<file path="config.mk">
export PLATFORM = sky130hd
export DESIGN_NAME = infix_to_postfix_converter
export DESIGN_NICKNAME = d
export VERILOG_FILES = /design/src/rtl/core/itp_pkg.sv /design/src/rtl/core/infix_to_postfix_converter.sv /design/src/rtl/core/itp_ctrl.sv /design/src/rtl/core/itp_datapath.sv
export SDC_FILE = /design/constraint.sdc
export NUM_CORES = 1
export LEC_CHECK = 0
export ABC_AREA = 1
export BUFFER_PORTS_ARGS = -buffer_cell sky130_fd_sc_hd__buf_4
export CAP_MARGIN = 20
export CORE_MARGIN = 3
export CORE_UTILIZATION = 50
export DETAILED_ROUTE_END_ITERATION = 8
export PLACE_DENSITY_LB_ADDON = 0.1
export SYNTH_ARGS = -nofsm -noshare
export SYNTH_HDL_FRONTEND = slang
export SYNTH_SLANG_ARGS = --single-unit
</file>
<file path="constraint.sdc">
create_clock -name clk_i -period 7.54 [get_ports clk_i]
set_input_delay 0.754 -clock clk_i [delete_from_list [all_inputs] [get_ports clk_i]]
set_output_delay 0.754 -clock clk_i [all_outputs]
set_load 0.02 [all_outputs]
</file>
<file path="src/rtl/core/itp_pkg.sv">
// Shared types, token codes and helper functions of the infix to postfix converter.
// Depends on nothing; every other file of the block imports it.

package itp_pkg;

  // Sizes
  localparam int STACK_DEPTH = 32;
  localparam int VALUE_W     = 32;
  localparam int KIND_W      = 4;
  localparam int PRIO_W      = 3;
  localparam int CNT_W       = $clog2(STACK_DEPTH + 1);
  localparam int IDX_W       = $clog2(STACK_DEPTH);
  localparam int TUSER_IN_W  = 1 + KIND_W;
  localparam int TUSER_OUT_W = KIND_W + 1;

  // Token kinds
  localparam logic [KIND_W-1:0] KIND_NUM      = 4'd0;
  localparam logic [KIND_W-1:0] KIND_X        = 4'd1;
  localparam logic [KIND_W-1:0] KIND_LPAR     = 4'd2;
  localparam logic [KIND_W-1:0] KIND_RPAR     = 4'd3;
  localparam logic [KIND_W-1:0] KIND_PLUS     = 4'd4;
  localparam logic [KIND_W-1:0] KIND_MINUS    = 4'd5;
  localparam logic [KIND_W-1:0] KIND_MUL      = 4'd6;
  localparam logic [KIND_W-1:0] KIND_DIV      = 4'd7;
  localparam logic [KIND_W-1:0] KIND_UMINUS   = 4'd8;
  localparam logic [KIND_W-1:0] KIND_FN_FIRST = 4'd9;
  localparam logic [KIND_W-1:0] KIND_FN_LAST  = 4'd14;
  localparam logic [KIND_W-1:0] KIND_END      = 4'd15;

  // Source of an emitted item
  typedef enum logic [1:0] {
    EMIT_TOP  = 2'd0,
    EMIT_ITEM = 2'd1,
    EMIT_END  = 2'd2
  } itp_emit_e;

  // Commands from the controller to the datapath
  typedef struct packed {
    logic      capture;
    logic      pop;
    logic      push;
    logic      emit;
    itp_emit_e emit_sel;
    logic      drain;
  } itp_cmd_t;

  // Status from the datapath to the controller
  typedef struct packed {
    logic is_flush;
    logic is_operand;
    logic is_push_only;
    logic is_rpar;
    logic is_oper;
    logic count_zero;
    logic top_is_lpar;
    logic top_is_fn;
    logic prio_ge;
    logic can_emit;
    logic pend_valid;
    logic out_free;
  } itp_stat_t;

  function automatic logic is_fn(input logic [KIND_W-1:0] kind);
    return (kind >= KIND_FN_FIRST) && (kind <= KIND_FN_LAST);
  endfunction

  // Parentheses 0, + - 1, * / 2, unary minus 3, functions 4
  function automatic logic [PRIO_W-1:0] prio(input logic [KIND_W-1:0] kind);
    logic [PRIO_W-1:0] p;
    p = 3'd4;
    if (kind == KIND_LPAR || kind == KIND_RPAR) p = 3'd0;
    else if (kind == KIND_PLUS || kind == KIND_MINUS) p = 3'd1;
    else if (kind == KIND_MUL || kind == KIND_DIV) p = 3'd2;
    else if (kind == KIND_UMINUS) p = 3'd3;
    return p;
  endfunction

endpackage

</file>
<file path="src/rtl/core/infix_to_postfix_converter.sv">
// Top level of the infix to postfix converter (shunting yard with an operator stack).
// Depends on itp_pkg, itp_ctrl and itp_datapath.
//
// Usage: tokens enter on the s_axis channel, one item per token; tuser bit 0 set marks
// the end of an expression and flushes the stack. Results leave on the m_axis channel
// in postfix order; tlast marks the last result caused by one input item, and tuser
// bit 4 carries the sticky error flag (stack overflow or unmatched close parenthesis).
// The block takes one item at a time. An item is captured, passes through or is
// pushed, and each operator it pops from the stack is a step of its own; a close
// parenthesis that meets its open parenthesis takes a further step to drop it and to
// release a function waiting under it. Receiver stalls add to these steps. The stack
// has a single read and write port and pops one entry per cycle when the held-back
// result can move on. One result is held back until the next one is known, so that
// tlast can be set on it. An item that causes no result leaves no trace on m_axis.
// Reset clears the stack pointer, the error flag and both handshakes at once; the
// stack storage itself needs no clearing.
// When the receiver stalls, the output register holds its item and the controller
// waits at its next emit; no new input item is taken until all results of the current
// one have entered the output register.

module infix_to_postfix_converter
  import itp_pkg::*;
(
  input  logic                   clk_i,
  input  logic                   rst_ni,
  input  logic                   s_axis_tvalid_i,
  output logic                   s_axis_tready_o,
  input  logic [VALUE_W-1:0]     s_axis_tdata_i,   // token_value
  input  logic [TUSER_IN_W-1:0]  s_axis_tuser_i,   // op [0], token_kind [4:1]
  output logic                   m_axis_tvalid_o,
  input  logic                   m_axis_tready_i,
  output logic [VALUE_W-1:0]     m_axis_tdata_o,   // out_value
  output logic [TUSER_OUT_W-1:0] m_axis_tuser_o,   // out_kind [3:0], error [4]
  output logic                   m_axis_tlast_o    // run_last
);

  itp_cmd_t  cmd;
  itp_stat_t stat;

  itp_ctrl u_ctrl (
    .clk_i     (clk_i),
    .rst_ni    (rst_ni),
    .s_valid_i (s_axis_tvalid_i),
    .s_ready_o (s_axis_tready_o),
    .stat_i    (stat),
    .cmd_o     (cmd)
  );

  itp_datapath u_datapath (
    .clk_i       (clk_i),
    .rst_ni      (rst_ni),
    .cmd_i       (cmd),
    .stat_o      (stat),
    .in_data_i   (s_axis_tdata_i),
    .in_user_i   (s_axis_tuser_i),
    .out_valid_o (m_axis_tvalid_o),
    .out_ready_i (m_axis_tready_i),
    .out_data_o  (m_axis_tdata_o),
    .out_user_o  (m_axis_tuser_o),
    .out_last_o  (m_axis_tlast_o)
  );

endmodule

</file>
<file path="src/rtl/core/itp_ctrl.sv">
// Controller of the infix to postfix converter: walks one item through stack steps.
// Depends on itp_pkg for the command and status structs.

module itp_ctrl
  import itp_pkg::*;
(
  input  logic      clk_i,
  input  logic      rst_ni,
  input  logic      s_valid_i,
  output logic      s_ready_o,
  input  itp_stat_t stat_i,
  output itp_cmd_t  cmd_o
);

  typedef enum logic [3:0] {
    S_IDLE  = 4'b0001,
    S_RUN   = 4'b0010,
    S_FNCHK = 4'b0100,
    S_DRAIN = 4'b1000
  } state_e;

  state_e state_q, state_d;

  assign s_ready_o = (state_q == S_IDLE);

  // Decide one stack step per cycle
  always_comb begin
    state_d       = state_q;
    cmd_o         = '0;
    cmd_o.emit_sel = EMIT_TOP;
    case (state_q)
      S_IDLE: begin
        if (s_valid_i) begin
          cmd_o.capture = 1'b1;
          state_d       = S_RUN;
        end
      end
      S_RUN: begin
        if (stat_i.is_flush) begin
          if (!stat_i.count_zero) begin
            if (stat_i.can_emit) begin
              cmd_o.pop  = 1'b1;
              cmd_o.emit = 1'b1;
            end
          end else if (stat_i.can_emit) begin
            cmd_o.emit     = 1'b1;
            cmd_o.emit_sel = EMIT_END;
            state_d        = S_DRAIN;
          end
        end else if (stat_i.is_operand) begin
          if (stat_i.can_emit) begin
            cmd_o.emit     = 1'b1;
            cmd_o.emit_sel = EMIT_ITEM;
            state_d        = S_DRAIN;
          end
        end else if (stat_i.is_push_only) begin
          cmd_o.push = 1'b1;
          state_d    = S_DRAIN;
        end else if (stat_i.is_rpar) begin
          if (stat_i.count_zero) begin
            state_d = S_DRAIN;
          end else if (stat_i.top_is_lpar) begin
            // drop the matching open parenthesis
            cmd_o.pop = 1'b1;
            state_d   = S_FNCHK;
          end else if (stat_i.can_emit) begin
            cmd_o.pop  = 1'b1;
            cmd_o.emit = 1'b1;
          end
        end else if (stat_i.is_oper) begin
          if (!stat_i.count_zero && stat_i.prio_ge) begin
            if (stat_i.can_emit) begin
              cmd_o.pop  = 1'b1;
              cmd_o.emit = 1'b1;
            end
          end else begin
            cmd_o.push = 1'b1;
            state_d    = S_DRAIN;
          end
        end else begin
          state_d = S_DRAIN;
        end
      end
      S_FNCHK: begin
        if (!stat_i.count_zero && stat_i.top_is_fn) begin
          if (stat_i.can_emit) begin
            cmd_o.pop  = 1'b1;
            cmd_o.emit = 1'b1;
            state_d    = S_DRAIN;
          end
        end else begin
          state_d = S_DRAIN;
        end
      end
      S_DRAIN: begin
        // release the held-back item with its last mark
        if (!stat_i.pend_valid) begin
          state_d = S_IDLE;
        end else if (stat_i.out_free) begin
          cmd_o.drain = 1'b1;
          state_d     = S_IDLE;
        end
      end
      default: begin
        state_d = S_IDLE;
      end
    endcase
  end

  always_ff @(posedge clk_i or negedge rst_ni) begin
    if (!rst_ni) begin
      state_q <= S_IDLE;
    end else begin
      state_q <= state_d;
    end
  end

endmodule

</file>
<file path="src/rtl/core/itp_datapath.sv">
// Datapath of the infix to postfix converter: item register, operator stack,
// held-back result and output register. Depends on itp_pkg.

module itp_datapath
  import itp_pkg::*;
(
  input  logic                   clk_i,
  input  logic                   rst_ni,
  input  itp_cmd_t               cmd_i,
  output itp_stat_t              stat_o,
  input  logic [VALUE_W-1:0]     in_data_i,
  input  logic [TUSER_IN_W-1:0]  in_user_i,
  output logic                   out_valid_o,
  input  logic                   out_ready_i,
  output logic [VALUE_W-1:0]     out_data_o,
  output logic [TUSER_OUT_W-1:0] out_user_o,
  output logic                   out_last_o
);

  // Item being worked on
  logic               op_q;
  logic [KIND_W-1:0]  kind_q;
  logic [VALUE_W-1:0] value_q;

  // Operator stack
  logic [KIND_W-1:0] stack_q [STACK_DEPTH];
  logic [CNT_W-1:0]  count_q, count_d;
  logic [CNT_W-1:0]  lpar_q, lpar_d;
  logic [CNT_W-1:0]  count_m1;
  logic [KIND_W-1:0] top;
  logic              full;
  logic              err_q, err_d;

  // Held-back result and output register
  logic               pend_valid_q, pend_valid_d;
  logic [KIND_W-1:0]  pend_kind_q;
  logic [VALUE_W-1:0] pend_value_q;
  logic               out_valid_q, out_valid_d;
  logic [KIND_W-1:0]  out_kind_q;
  logic [VALUE_W-1:0] out_value_q;
  logic               out_last_q;
  logic               out_err_q;
  logic               out_load;
  logic               out_free;
  logic [KIND_W-1:0]  new_kind;
  logic [VALUE_W-1:0] new_value;
  logic [KIND_W-1:0]  in_kind;

  assign in_kind  = in_user_i[KIND_W:1];
  assign count_m1 = count_q - CNT_W'(1);
  assign top      = stack_q[count_m1[IDX_W-1:0]];
  assign full     = (count_q >= CNT_W'(STACK_DEPTH));
  assign out_free = !out_valid_q || out_ready_i;
  assign out_load = (cmd_i.emit && pend_valid_q) || cmd_i.drain;

  // Status toward the controller
  always_comb begin
    stat_o              = '0;
    stat_o.is_flush     = op_q;
    stat_o.is_operand   = (kind_q == KIND_NUM) || (kind_q == KIND_X);
    stat_o.is_push_only = (kind_q == KIND_LPAR) || is_fn(kind_q);
    stat_o.is_rpar      = (kind_q == KIND_RPAR);
    stat_o.is_oper      = (kind_q >= KIND_PLUS) && (kind_q <= KIND_UMINUS);
    stat_o.count_zero   = (count_q == '0);
    stat_o.top_is_lpar  = (top == KIND_LPAR);
    stat_o.top_is_fn    = is_fn(top);
    stat_o.prio_ge      = (prio(top) >= prio(kind_q));
    stat_o.can_emit     = !pend_valid_q || out_free;
    stat_o.pend_valid   = pend_valid_q;
    stat_o.out_free     = out_free;
  end

  // Select the result being emitted
  always_comb begin
    case (cmd_i.emit_sel)
      EMIT_TOP: begin
        new_kind  = top;
        new_value = '0;
      end
      EMIT_ITEM: begin
        new_kind  = kind_q;
        new_value = (kind_q == KIND_NUM) ? value_q : '0;
      end
      EMIT_END: begin
        new_kind  = KIND_END;
        new_value = '0;
      end
      default: begin
        new_kind  = KIND_END;
        new_value = '0;
      end
    endcase
  end

  // Stack pointer, open-parenthesis count and sticky error
  always_comb begin
    count_d = count_q;
    lpar_d  = lpar_q;
    err_d   = err_q;
    if (cmd_i.capture && !in_user_i[0] && (in_kind == KIND_RPAR) && (lpar_q == '0)) begin
      err_d = 1'b1;
    end
    if (cmd_i.pop) begin
      count_d = count_m1;
      if (top == KIND_LPAR) lpar_d = lpar_q - CNT_W'(1);
    end else if (cmd_i.push) begin
      if (full) begin
        err_d = 1'b1;
      end else begin
        count_d = count_q + CNT_W'(1);
        if (kind_q == KIND_LPAR) lpar_d = lpar_q + CNT_W'(1);
      end
    end
  end

  // Held-back result and output handshake
  always_comb begin
    pend_valid_d = pend_valid_q;
    if (cmd_i.emit) pend_valid_d = 1'b1;
    else if (cmd_i.drain) pend_valid_d = 1'b0;
    out_valid_d = out_load || (out_valid_q && !out_ready_i);
  end

  always_ff @(posedge clk_i or negedge rst_ni) begin
    if (!rst_ni) begin
      count_q      <= '0;
      lpar_q       <= '0;
      err_q        <= 1'b0;
      pend_valid_q <= 1'b0;
      out_valid_q  <= 1'b0;
    end else begin
      count_q      <= count_d;
      lpar_q       <= lpar_d;
      err_q        <= err_d;
      pend_valid_q <= pend_valid_d;
      out_valid_q  <= out_valid_d;
    end
  end

  // Payload registers
  always_ff @(posedge clk_i) begin
    if (cmd_i.capture) begin
      op_q    <= in_user_i[0];
      kind_q  <= in_kind;
      value_q <= in_data_i;
    end
    if (cmd_i.push && !full) begin
      stack_q[count_q[IDX_W-1:0]] <= kind_q;
    end
    if (cmd_i.emit) begin
      pend_kind_q  <= new_kind;
      pend_value_q <= new_value;
    end
    if (out_load) begin
      out_kind_q  <= pend_kind_q;
      out_value_q <= pend_value_q;
      out_last_q  <= cmd_i.drain;
      out_err_q   <= err_q;
    end
  end

  assign out_valid_o = out_valid_q;
  assign out_data_o  = out_value_q;
  assign out_user_o  = {out_err_q, out_kind_q};
  assign out_last_o  = out_last_q;

endmodule

</file>
==> summary.md <==
| Metric | Value |
|---|---|
| Outcome | `finished clean` |
| Placed Area | `11810 sq um` |
| Share of cells above drive strength 1 | `16.29%` |
| CP dominant cell by count | `nand2_1` |
| Cts-stage hold buffer count | `0` |
| Synth Area in Adders | `1.546%` |
| Period minus WS final | `5.752 ns` |
| XOR/XNOR share of the synthesized area | `0.7955%` |
| RSZ-0062 raised after global routing | `false` |
| Drt first pass iters | `5` |
| GRT overflow | `0` |
| Core ar. | `21350 sq um` |
| R2r worst-path depth | `24` |
| Routed vias | `6949` |
| Setup Viol. Count Final | `0` |
| Final setup skew | `0.009468 ns` |
| Dpl cells | `1294` |
| Highest clock rate | `0.1739 GHz` |
| Crit path cell chain | `inv_2, buf_4, ha_1, nand2_1, nand2_4, inv_4, nand3_1, nand3_1, nand2_1, nand2_1, nand2_2, nand2_1, nor3_1, nor2_1, ha_1, a21oi_1, o211ai_1, nand2_1, o21ai_0, nand2_1, nand2_1, nor2_1, nand2_1, nor2_1` |
| Routed len/inst | `16.41 microns` |
| Count leader, synth | `edfxtp_1` |
| Mux contribution to synthesized area | `0%` |
| Hold Crit Class | `input pin to asynchronous set/reset pin` |
| CTS Root Cell | `clkbuf_16` |
| Mapped Area | `11010 sq um` |
| Max_cap viols | `0` |
| Routed wire length | `22040 microns` |
| CP Capture Type | `flop` |
| Largest cells by area after synthesis | `edfxtp_1 65%, nand2_1 7.8%, nand3_1 5.6%` |
| CP Data Required Time | `7.71 ns` |
| DP Worst Slack | `1.874 ns` |
| DRC Markers | `0` |
| Sequential share of the synthesized area | `69.52%` |
| Dominant synthesized flop cell | `edfxtp_1` |
| Post-synth top area share | `65.19%` |
| Die width | `154.4 microns` |
| Initial DRC Count | `588` |
| Initial antenna violation count | `0` |
| Routability Congestion | `0.8363` |
| Row count | `53` |
| Worst-margin pin slew | `0.9746 ns` |
| Max rail drop VDD | `0.2143 mV` |
| Synth Area in Compound Gates | `2.648%` |
| Post-Synth Simple-Gate Area | `19.56%` |
| Asr flop ratio synth | `7.364%` |
| Leading area contributor after synthesis | `edfxtp_1` |
| Leak | `5.096 nW` |
| WP data arrival | `5.93 ns` |
| Cts bufs inserted | `27` |
| Port Buffer Count | `80` |
| Crit-path max FO | `50` |
| First-pass GRT wire length | `35560 microns` |
| Initial Utilization | `51.56%` |
| Netlist cell types | `43` |
| P per Cell Area | `410.0 nW/um^2` |
| Die Span Y | `154.4 microns` |
| Post-route design area | `12730 sq um` |
| Synth top cells by count | `239 x edfxtp_1, 228 x nand2_1, 124 x nand3_1` |
| Syn. warnings | `0` |
| Fin crit share | `76.28%` |
| Nets | `1104` |
| CTS tree | `done` |
| Crit-path slowest cell | `nor2_1` |
| Overall routing resource usage | `18.56%` |
| Via density | `5.174` |
| Startpoint Class | `flop` |
| Deepest clock path buffer count | `3` |
| Largest family of logic cells by synthesized area | `simple AND/OR/NAND/NOR gates` |
| ANT cells | `0` |
| Setup TNS | `0 ns` |
| Post-synth EDFFs | `239` |
| Largest net degree at the start of global routing | `71` |
| WHS | `0.09818 ns` |
| Synthesized netlist cell count | `962` |
| Hpwl dp | `14120 microns` |
| CP peak stage delay | `0.53 ns` |
| Synth Net Count | `1016` |
| Post-CTS Repair Setup Buffers | `0` |
| Critical path type | `flop to flop` |
| Final ANT Viol Nets | `0` |
| Slew margin rel. | `34.80%` |
| Clock Latency Late Sink | `0.53 ns` |
| Num ports | `81` |
| Syn_area_per_cell | `11.44 sq um` |
| Register bit total from synthesis | `258` |
| Pins Over Slew Limit | `0` |
| Area of the die | `23830 sq um` |
| Sink Count | `258` |
| # resized after CTS | `0` |
| Clk slew on worst S/H paths | `0.06 ns` |
| Util after Layout | `59.60%` |
| Non-Filler Instances | `1343` |
| H-tree depth | `1` |
| Vias in the first global route | `6788` |
| Synth-to-layout area growth | `15.60%` |
| Final Hold Viols | `0` |
| Total power | `5.218 mW` |
| Min setup slack post-route | `1.788 ns` |
path summary, 6_finish.rpt:
path,startpoint,end,slack [ns]
max in group asynchronous,rst_ni,u_ctrl.state_q[0],7.17
min,rst_ni,u_ctrl.state_q[3],0.1
max reg2reg,u_datapath.count_q[0],u_datapath.stack_q[22][3],1.79
max,u_datapath.count_q[0],u_datapath.stack_q[22][3],1.79
min reg2reg,u_datapath.pend_kind_q[3],u_datapath.out_kind_q[3],0.41
min in group clk_i,s_axis_tdata_i[26],u_datapath.value_q[26],0.40
report_power, final:
group	switching, mW	total (mW)	internal [mW]
registers	0.0857	1.93	1.84
clock network	0.518	1.31	0.788
logic	1.36	1.98	0.626
layer usage:
| metal | share of wire, % | vias to the layer above | global-route usage (%) |
|---|---|---|---|
| met4 | 1.4 | 0 | 4.500 |
| met5 | 0 | - | 0 |
| met2 | 47 | 189 | 29.89 |
| li1 | - | 3419 | - |
| met3 | 5.8 | 23 | 3.358 |
| met1 | 45 | 3318 | 26.57 |
logic make-up (layout without fill, tap and decap cells):
kind of cell    Yosys count  count (layout)
flops                   258             258
xor+xnor                  7               7
simple gates            491             491
fa+ha+maj                13              13
compound gates           49              49
buf+inv                 144             250
critical path: cells and delay by family, from the launching register on:
family / cells / cell delay, ns
compound gates: 3 / 0.34
fa+ha+maj: 2 / 0.64
buf+inv: 3 / 0.91
flops: 1 / 0.40
simple gates: 16 / 3.06
cells in the final DEF (no fill, tap or decap), types with 2 or more instances in the layout:
cell type / instances
inv_4: 2
nand2_1: 227
nor2_2: 6
nor4_1: 2
buf_4: 89
dfrtp_1: 17
a21oi_1: 14
nand2_4: 4
inv_1: 105
o211ai_1: 4
a21oi_2: 4
bufinv_16: 4
nor2_1: 94
ha_1: 12
clkinv_4: 2
xnor2_1: 2
clkbuf_16: 27
nand4_1: 2
xor2_1: 3
clkinv_2: 3
o21ai_1: 3
edfxtp_1: 239
clkinv_1: 7
nand3_2: 6
clkbuf_1: 3
inv_6: 2
nand2_2: 11
nand3_1: 124
inv_2: 4
nor3_1: 12
a31oi_1: 3
o21ai_0: 15
flip-flops by register name, summed over array words and instances (netlist names):
signal	count
u_ctrl.state_q	4
u_datapath.count_q	6
u_datapath.err_q	1
u_datapath.kind_q	4
u_datapath.lpar_q	6
u_datapath.op_q	1
u_datapath.out_data_o	32
u_datapath.out_err_q	1
u_datapath.out_kind_q	4
u_datapath.out_last_o	1
u_datapath.out_valid_o	1
u_datapath.pend_kind_q	4
u_datapath.pend_valid_q	1
u_datapath.pend_value_q	32
u_datapath.stack_q	128
u_datapath.value_q	32
layout make-up:
type	count	area [sq um]
Clock inverter	17	187.7
Clock buffer	30	686.9
Inverter	112	430.4
Tap cell	275	344.1
Sequential cell	258	7655
Timing Repair Buffer	91	710.7
Multi-Input combinational cell	560	2713
Fill cell	1757	8626
Power figures use the tool's default switching activity.
